$ cat src/rtl/sagq_pkg.sv
// Shared constants for the sample average, gamma and quantize block.
`default_nettype none
package sagq_pkg;
  localparam int SUM_W      = 32;
  localparam int CNT_W      = 16;
  localparam int BYTE_W     = 8;
  localparam int DIV_STEPS  = 16;
  localparam int SQRT_STEPS = 8;
  localparam int LANE_LAT   = 1 + DIV_STEPS + SQRT_STEPS + 1;
  localparam logic [0:0] REG_SAMPLE_COUNT = 1'b0;
  localparam logic [0:0] REG_GAMMA_ENABLE = 1'b1;
endpackage
`default_nettype wire

$ cat src/rtl/sample_average_gamma_quantize.sv
// Top level: config registers, three color lanes, valid pipeline and output merge.
//
// Usage: drive red_sum, green_sum and blue_sum (signed Q15.16 sample sums) and
// raise start; the word is taken at any edge where start is high and busy low.
// busy is high only during reset, so a new word may enter every cycle.
// Each word is divided by sample_count (0 counts as 1), optionally square
// rooted (gamma_enable), clamped and quantized to three bytes plus packed_rgb.
// The result appears with done high after the entry register, the 16-step
// divider pipeline, the 8-step root pipeline and the exit register.
// Throughput: one word per cycle outside reset.
// done lasts one cycle; the receiver cannot stall, results are not held.
// Config: cfg_we writes cfg_data to register cfg_index (0 sample_count,
// 1 gamma_enable); write only while no word is in flight.
// Reset (rst, synchronous) sets sample_count 1, gamma_enable 1 and clears
// all words in flight.
`default_nettype none
module sample_average_gamma_quantize (
  input  wire logic                               clk,
  input  wire logic                               rst,
  input  wire logic                               start,
  output logic                                    busy,
  output logic                                    done,
  input  wire logic                               cfg_we,
  input  wire logic [0:0]                         cfg_index,
  input  wire logic [sagq_pkg::CNT_W-1:0]         cfg_data,
  input  wire logic signed [sagq_pkg::SUM_W-1:0]  red_sum,
  input  wire logic signed [sagq_pkg::SUM_W-1:0]  green_sum,
  input  wire logic signed [sagq_pkg::SUM_W-1:0]  blue_sum,
  output logic [sagq_pkg::BYTE_W-1:0]             red_byte,
  output logic [sagq_pkg::BYTE_W-1:0]             green_byte,
  output logic [sagq_pkg::BYTE_W-1:0]             blue_byte,
  output logic [23:0]                             packed_rgb
);
  localparam int LAT = sagq_pkg::LANE_LAT;

  logic [sagq_pkg::CNT_W-1:0] sample_count;
  logic                       gamma_enable;
  logic [sagq_pkg::CNT_W-1:0] n_eff;
  logic [LAT-1:0]             vpipe;
  logic                       accept;

  assign busy   = rst;
  assign accept = start & ~busy;
  assign n_eff  = (sample_count == '0) ? sagq_pkg::CNT_W'(1) : sample_count;

  always_ff @(posedge clk) begin
    if (rst) begin
      sample_count <= sagq_pkg::CNT_W'(1);
      gamma_enable <= 1'b1;
    end else if (cfg_we) begin
      case (cfg_index)
        sagq_pkg::REG_SAMPLE_COUNT: sample_count <= cfg_data;
        sagq_pkg::REG_GAMMA_ENABLE: gamma_enable <= cfg_data[0];
        default: ;
      endcase
    end
  end

  always_ff @(posedge clk) begin
    if (rst)
      vpipe <= '0;
    else
      vpipe <= {vpipe[LAT-2:0], accept};
  end

  sagq_lane u_red (
    .clk(clk), .sum(red_sum), .n(n_eff), .gam(gamma_enable), .byte_out(red_byte)
  );
  sagq_lane u_green (
    .clk(clk), .sum(green_sum), .n(n_eff), .gam(gamma_enable), .byte_out(green_byte)
  );
  sagq_lane u_blue (
    .clk(clk), .sum(blue_sum), .n(n_eff), .gam(gamma_enable), .byte_out(blue_byte)
  );

  assign done       = vpipe[LAT-1];
  assign packed_rgb = {red_byte, green_byte, blue_byte};

  a_rst_clears: assert property (@(posedge clk) rst |=> !done)
    else $error("done after reset");
  a_n_nonzero: assert property (@(posedge clk) disable iff (rst) n_eff != '0)
    else $error("zero divisor");
  a_pack: assert property (@(posedge clk) disable iff (rst)
    done |-> packed_rgb[23:16] == red_byte && packed_rgb[7:0] == blue_byte)
    else $error("packed word mismatch");
  a_no_accept_busy: assert property (@(posedge clk) busy |=> !vpipe[0])
    else $error("word taken while busy");
endmodule
`default_nettype wire

$ cat src/rtl/sagq_lane.sv
// One color lane: pipelined divide by sample count, square root and byte quantize.
`default_nettype none
module sagq_lane (
  input  wire logic                                clk,
  input  wire logic signed [sagq_pkg::SUM_W-1:0]   sum,
  input  wire logic        [sagq_pkg::CNT_W-1:0]   n,
  input  wire logic                                gam,
  output logic             [sagq_pkg::BYTE_W-1:0]  byte_out
);
  localparam int DS = sagq_pkg::DIV_STEPS;
  localparam int SS = sagq_pkg::SQRT_STEPS;

  logic [15:0] rem  [0:DS];
  logic [15:0] num  [0:DS];
  logic [15:0] nn   [0:DS];
  logic        zr   [0:DS];
  logic        st   [0:DS];
  logic        gm   [0:DS];

  logic [7:0]  root [0:SS];
  logic [15:0] qv   [0:SS];
  logic        qz   [0:SS];
  logic        qs   [0:SS];
  logic        qg   [0:SS];

  // entry: high part decides saturation, seeds the remainder; low part shifts in
  always_ff @(posedge clk) begin
    zr[0]  <= sum[31] | (sum == '0);
    st[0]  <= {1'b0, sum[30:16]} >= n;
    rem[0] <= {1'b0, sum[30:16]};
    num[0] <= sum[15:0];
    nn[0]  <= n;
    gm[0]  <= gam;
  end

  for (genvar k = 1; k <= DS; k++) begin : g_div
    logic [16:0] r2;
    logic        ge;
    assign r2 = {rem[k-1], num[k-1][15]};
    assign ge = r2 >= {1'b0, nn[k-1]};
    always_ff @(posedge clk) begin
      rem[k] <= ge ? 16'(r2 - {1'b0, nn[k-1]}) : r2[15:0];
      num[k] <= {num[k-1][14:0], ge};
      nn[k]  <= nn[k-1];
      zr[k]  <= zr[k-1];
      st[k]  <= st[k-1];
      gm[k]  <= gm[k-1];
    end
  end

  assign root[0] = '0;
  assign qv[0]   = num[DS];
  assign qz[0]   = zr[DS];
  assign qs[0]   = st[DS];
  assign qg[0]   = gm[DS];

  for (genvar j = 1; j <= SS; j++) begin : g_sqrt
    logic [7:0]  trial;
    logic [15:0] sq;
    assign trial = root[j-1] | (8'h80 >> (j - 1));
    assign sq    = trial * trial;
    always_ff @(posedge clk) begin
      root[j] <= (sq <= qv[j-1]) ? trial : root[j-1];
      qv[j]   <= qv[j-1];
      qz[j]   <= qz[j-1];
      qs[j]   <= qs[j-1];
      qg[j]   <= qg[j-1];
    end
  end

  always_ff @(posedge clk) begin
    if (qz[SS])
      byte_out <= '0;
    else if (qs[SS])
      byte_out <= '1;
    else if (qg[SS])
      byte_out <= root[SS];
    else
      byte_out <= qv[SS][15:8];
  end
endmodule
`default_nettype wire
$ cat config.mk
export PLATFORM = sky130hd
export DESIGN_NAME = sample_average_gamma_quantize
export DESIGN_NICKNAME = d
export VERILOG_FILES = /design/src/rtl/sagq_pkg.sv /design/src/rtl/sample_average_gamma_quantize.sv /design/src/rtl/sagq_lane.sv
export SDC_FILE = /design/constraint.sdc
export NUM_CORES = 2
export LEC_CHECK = 0
export BUFFER_PORTS_ARGS = -buffer_cell sky130_fd_sc_hd__buf_4
export CAP_MARGIN = 0
export CORE_MARGIN = 4
export CORE_UTILIZATION = 30
export CTS_BUF_LIST = sky130_fd_sc_hd__clkbuf_16
export DETAILED_ROUTE_END_ITERATION = 8
export PLACE_DENSITY_LB_ADDON = 0.3
export REMOVE_ABC_BUFFERS = 1
export SETUP_SLACK_MARGIN = 0.5
export SLEW_MARGIN = 20
export SYNTH_ARGS = -nofsm -noshare
export SYNTH_HDL_FRONTEND = slang
export SYNTH_SLANG_ARGS = --single-unit
export TNS_END_PERCENT = 20
$ cat constraint.sdc
create_clock -name clk -period 5.7 [get_ports clk]
set_input_delay 1.14 -clock clk [delete_from_list [all_inputs] [get_ports clk]]
set_output_delay 1.14 -clock clk [all_outputs]
set_load 0.02 [all_outputs]
**Word level (Yosys, flattened, before mapping)**

Memories as Yosys holds them, arrays and structs flattened. A register that Yosys moved wholly into a read port is not among the register bits.
Cells that the tools add are included.

- $add $sub $neg: 48
- Multiplexer cells: 58
- Order comparisons: 75
- Reductions and logical operators: 6
- $mul: 21
- Bitwise operators: 6

Operator list:

| operator | number |
|---|---|
| greater-or-equal comparator 17 x 16 -> 1 bit | 48 |
| 2-to-1 mux 16 bit | 49 |
| subtractor 16 bit | 48 |
| less-or-equal comparator 16 bit | 21 |
| multiplier 8 x 8 -> 16 bit | 21 |
| zero test 32 bit | 3 |
| 2-to-1 mux 8 bit | 9 |
| greater-or-equal comparator 15 x 16 -> 1 bit | 3 |
| less-or-equal comparator 15 x 16 -> 1 bit, first input constant | 3 |
| zero test 16 bit | 1 |
| AND reduction 2 bit | 2 |
| bitwise OR 1 bit | 3 |
| inverter 1 bit | 2 |
| bitwise AND 1 bit | 1 |

- Bits of input ports: 117
- Logic and storage cells: 370
- Output and inout port bits: 50
- Memories kept: 18
- Register bits after elaboration: 706
- RAM bits: 2601

Memories:

| memory | depth | width | rd ports | clocked after memory_dff | write ports | line | RTL |
|---|---|---|---|---|---|---|---|
| u_blue.nn | 17 | 16 | 16 | 0 | 17 | sagq_lane.sv:15 | `logic [15:0] nn [0:DS];` |
| u_blue.num | 17 | 16 | 17 | 0 | 17 | sagq_lane.sv:14 | `logic [15:0] num [0:DS];` |
| u_blue.rem | 17 | 16 | 16 | 0 | 17 | sagq_lane.sv:13 | `logic [15:0] rem [0:DS];` |
| u_green.nn | 17 | 16 | 16 | 0 | 17 | sagq_lane.sv:15 |  |
| u_green.num | 17 | 16 | 17 | 0 | 17 | sagq_lane.sv:14 |  |
| u_green.rem | 17 | 16 | 16 | 0 | 17 | sagq_lane.sv:13 |  |
| 12 more memories | - | - | - | - | - | - |  |

**Logic depth before layout (Yosys ltp)**

- Depth after elaboration: 3
- Depth in mapped cells: 28

**Hierarchy**

Synthesis repeated with hierarchy kept, for this count alone.

- Cell total of the unflattened synthesis: 12014
- Area total of the unflattened synthesis: 126766.6 µm²

Modules (own cells, without submodules):

| module | cells each | times used | area an instance (µm²) |
|---|---|---|---|
| sagq_lane at u_red | 3946 | 1 | 41842.6 |
| sagq_lane at u_green | 3998 | 1 | 41649.9 |
| sagq_lane at u_blue | 3896 | 1 | 41624.9 |
| sample_average_gamma_quantize | 174 | 1 | 1649.1 |

**Worst setup path before layout**

OpenSTA, ideal clock, no wires.

- Kind: register -> register
- Start point: register u_blue.root, in the netlist u_blue.g_sqrt[7].trial[3]
- End point: register u_blue.root, in the netlist u_blue.g_sqrt[8].trial[1]
- Setup time: 74 ps
- Period minus slack after synthesis: 5513 ps
- Setup slack: 187 ps
- Data arrival time: 5439 ps
- Path buffers: 0
- Cell stages (with the launch flop): 23
- Required time: 5626 ps
- Cells stage by stage: dfxtp_1 > ha_1 > fa_1 > inv_1 > fa_1 > fa_1 > fa_1 > inv_1 > ha_1 > o21ai_0 > a21boi_0 > o21ai_0 > a21boi_0 > o21ai_0 > a21boi_0 > nor4_1 > a311o_1 > ha_1 > nand4_1 > nor2_1 > nand4_1 > or4_1 > o21ai_0

- Longest elaborated chain between the ends: 2

Ends and longest elaborated chain:

| element | line | RTL |
|---|---|---|
| start: declaration | sagq_lane.sv:20 | `logic [7:0] root [0:SS];` |
| start signal: indexed assignment | sagq_lane.sv:63 | `root[j] <= (sq <= qv[j-1]) ? trial : root[j-1];` |
| multiplier 8 x 8 -> 16 bit | sagq_lane.sv:61 | `assign sq = trial * trial;` |
| less-or-equal comparator 16 bit | sagq_lane.sv:63 |  |

Every way passes these cells.
A chain may end at the register's enable or synchronous reset.

**Worst setup path after layout**

- Start point: register u_blue.root, in the netlist u_blue.g_sqrt[8].trial[7]
- End point: register u_blue.root[0] in the netlist's numbering

Same word-level chain as after synthesis.

==> summary.txt <==
Clock network
  – Clk sinks: 2547
  – Clk_lat worst skew: ~900 ps
  – CTS clk-pin slew, worst paths: roughly 60 ps
  – Clk buf depth: 4
  – # hold bufs at CTS: 0
  – CTS tree: done
  – CTS Buf Count: between 200 and 300
  – CTS Root Cell: clkbuf_16
  – H-tree depth: 5

Timing
  – Setup Viol. Count Final: 0
  – Fin crit period: between 5000 and 6000 ps
  – Clock skew after layout: about 80 ps
  – Part of the cycle the worst path needs: between 80% and 90%
  – Total Neg Setup Slack: 0 ps
  – Final Hold Violating Endpoints: 0
  – Slew headroom: a little under a quarter
  – Least-Margin Pin Slew: around 1100 ps
  – RSZ-0062 raised after global routing: true
  – Final WS setup: approximately 590 ps
  – Max-slew violation count: 0
  – Fmax: roughly 200 MHz

Worst setup path
  – Crit path cell chain: buf_4 > nand2_1 > fa_1 > inv_1 > fa_1 > fa_1 > inv_1 > fa_1 > inv_1 > ha_1 > a21o_1 > a41o_1 > o41a_1 > xnor2_1 > ha_1 > nand4_1 > nor2_1 > o21ai_0 > a32o_1
  – Worst Setup Start Kind: flip-flop
  – CP Data Arrival Time: 5880 ps
  – WP data required: between 6000 and 7000 ps
  – Crit Path Class: flip-flop to flip-flop
  – Crit Path Max Fanout: 7
  – Crit-path most repeated cell: fa_1
  – Worst Setup End Kind: flip-flop
  – CP peak stage delay: between 500 and 600 ps
  – Slowest cell on the critical path: fa_1
  – Length in cells of the worst reg-to-reg path: 19

Global routing
  – Total Routing Usage GR: between 10% and 20%
  – Pin count of the biggest net entering global routing: 49
  – Vias in the first global route: roughly 74000
  – First-pass GRT wire length: approximately 430000 microns
  – Total gr overflow: 0
  – Antenna violations before repair: 9

Floorplanning
  – # rows: around 230
  – Die area: between 300000 and 400000 sq um
  – Chip width: ~620 microns
  – Ports: about 170
  – Initial Utilization: a little under a third
  – Die height: approximately 620 microns
  – CORE AREA: about 380000 sq um

Layout
  – Layout cell share with drive strength beyond 1: around an eighth
  – Area grow syn2layout: 15.54%
  – Final nets: 12920
  – Fin cells: ~17000
  – Final core utilization: between 30% and 40%
  – Fillers: around 38000

Drt
  – WL final: approximately 280000 microns
  – Vias: 74410
  – Number of DRC markers in iteration 0: 3571
  – WL/cell: 16.77 microns
  – Drt first pass iters: 6
  – Routed Antenna Nets: 0
  – DRC viols: 0
  – Routed vias/inst: about 4.5

Yosys
  – Synth area leaders: dfxtp_1 (45%), ha_1 (14%), mux2_2 (4.7%)
  – Post-Syn Area per Cell: roughly 10 sq um
  – Mapped Cells: ~11000
  – Synth unique cells: between 90 and 100
  – Post-synthesis sequential element count: 2547
  – Number of synthesized flops with an enable pin: 0
  – Mapped cell area: 112900 sq um
  – Ys flop type: dfxtp_1
  – Post-synth ARST share: 0%
  – Warnings from Yosys: 0
  – Yosys top cell by area: dfxtp_1
  – Yosys top cell area share: about 45%
  – Sequential-to-total area share from yosys stat: a little under half

Flow run
  – MaxCap Viol Count: 0

Hold path
  – Worst Hold Path Cells: 0
  – Hold/Removal Path Class: flip-flop to flip-flop

Status
  – Status: finished, final reports clean

Place
  – Worst slack at placement: -16.31 ps
  – # port buffers: approximately 170
  – DP HPWL: roughly 220000 microns
  – Placed Cells: between 15000 and 20000
  – Global placement routability congestion: approximately 0.86
-- cell usage in the layout (no fill, tap or decap), types with 23 or more instances in the layout --
cell type / count
clkinv_1: 48
a21boi_0: 84
nor3_1: 162
o21ai_2: 23
a211oi_1: 62
a21oi_1: 638
mux2_2: 469
clkbuf_16: 293
o21a_1: 44
a211o_1: 28
fa_1: 203
a21o_1: 327
buf_4: 275
inv_1: 1105
xor2_1: 211
o21bai_1: 63
clkinvlp_4: 25
nand3_1: 152
or3_1: 48
or2_2: 51
and2_1: 125
nor4_1: 68
bufinv_16: 32
xnor2_1: 432
nor2_1: 621
o211ai_1: 38
nand4_1: 117
o21ai_0: 396
clkinv_2: 32
and4_1: 48
ha_1: 1291
o31ai_1: 55
and3_1: 25
nand2b_1: 121
nand2_1: 459
dfxtp_1: 2519
mux2i_1: 63
a31oi_1: 73
nor2b_1: 250
-- flip-flops by register name, indices dropped and copies added, names as in the netlist, 26 cells and up --
name and flops:
u_blue.num 272, u_green.num 272, u_red.num 272, u_red.nn 256
u_blue.rem 255, u_green.rem 255, u_red.rem 255, u_blue.qv 120
u_green.qv 120, u_red.qv 120, u_blue.g_sqrt.trial 28, u_green.g_sqrt.trial 28
u_red.g_sqrt.trial 28, vpipe 26
-- synth_stat cells, types with 28 or more instances --
cell type	count
a31oi_1	73
or2_2	51
ha_1	1299
clkbuf_1	105
o21bai_1	63
nor3_1	162
nand2_1	463
inv_1	1075
buf_4	34
a21boi_0	96
nand4_1	117
a211oi_1	63
dfxtp_1	2547
xor2_1	212
a211o_1	28
mux2_2	469
xnor2_1	432
mux2i_1	63
and2_1	129
nor4_1	69
nand2b_1	121
o31ai_1	56
nand3_1	152
a21oi_1	647
nor2b_1	252
a21o_1	327
o211ai_1	38
and4_1	48
o21a_1	44
fa_1	204
nor2_1	635
or3_1	48
o21ai_0	416
-- cell type report --
type	count	area [sq um]	area share [%]
multi-input combinational	7109	57530	44.09
sequential	2547	51040	39.11
clock buffer	293	7332	5.618
tap	4994	6248	4.788
inverter	1075	4045	3.100
clock inverter	219	2152	1.649
timing repair buffer	279	2110	1.616
antenna	14	35.03	0.02685
-- logic make-up (layout without fill, tap and decap cells) --
kind of cell             Yosys count  after routing  synth area share [%]
buffers and inverters           1246           1866                 4.324
flip-flops                      2547           2547                 45.14
XOR/XNOR                         644            644                 4.994
multiplexers                     545            545                 5.387
adder cells (fa/ha/maj)         1503           1503                 18.01
AO/OA/AOI/OAI                   2071           2071                 11.71
AND/OR/NAND/NOR                 2346           2346                 10.43
other                              0             14                     0
-- path summary, 6_finish.rpt --
path,startpoint,slack (ps),to
max,u_blue.g_sqrt[8].trial[7],590,u_blue.root[0]
min,u_blue.num[3][19],290,u_blue.num[3][36]
max reg2reg,u_blue.g_sqrt[8].trial[7],590,u_blue.root[0]
min reg2reg,u_blue.num[3][19],290,u_blue.num[3][36]
-- routing by layer --
metal / routed length, microns / part of all wire [%] / vias up / GRT usage, %
met3: 9620 / 3.5 / 505 / 1.842
li1: - / - / 38360 / -
met1: 124700 / 45 / 34380 / 17.62
met2: 132000 / 48 / 1167 / 24.28
met4: 10940 / 3.9 / 0 / 5.266
met5: 0 / 0 / - / 0
-- repair_timing --
item	4_1_cts	5_1_grt
buffers inserted	5	12
pin swaps	24	48
setup endpoints to repair	6	9
gates resized for setup	43	120
-- metrics by stage --
step / hold slack, ps / area (sq um)
global route: 287.8 / 130500
floorplan: 309.6 / 112100
CTS: 257.7 / 130000
finish: 292.2 / 130500
global placement: 309.5 / 120400
detailed placement: 312.1 / 120400
-- worst max-delay path, delay by kind of cell, from the launching register on --
family,cells,cell delay (ps)
xor+xnor,1,150
buf+inv,4,330
simple gates,3,330
flops,1,340
fa+ha+maj,6,2750
compound gates,5,1130
Power is left out: the tool's default activity adds up to more than one toggle a clock period on the data nets, which glitch-free logic cannot reach.
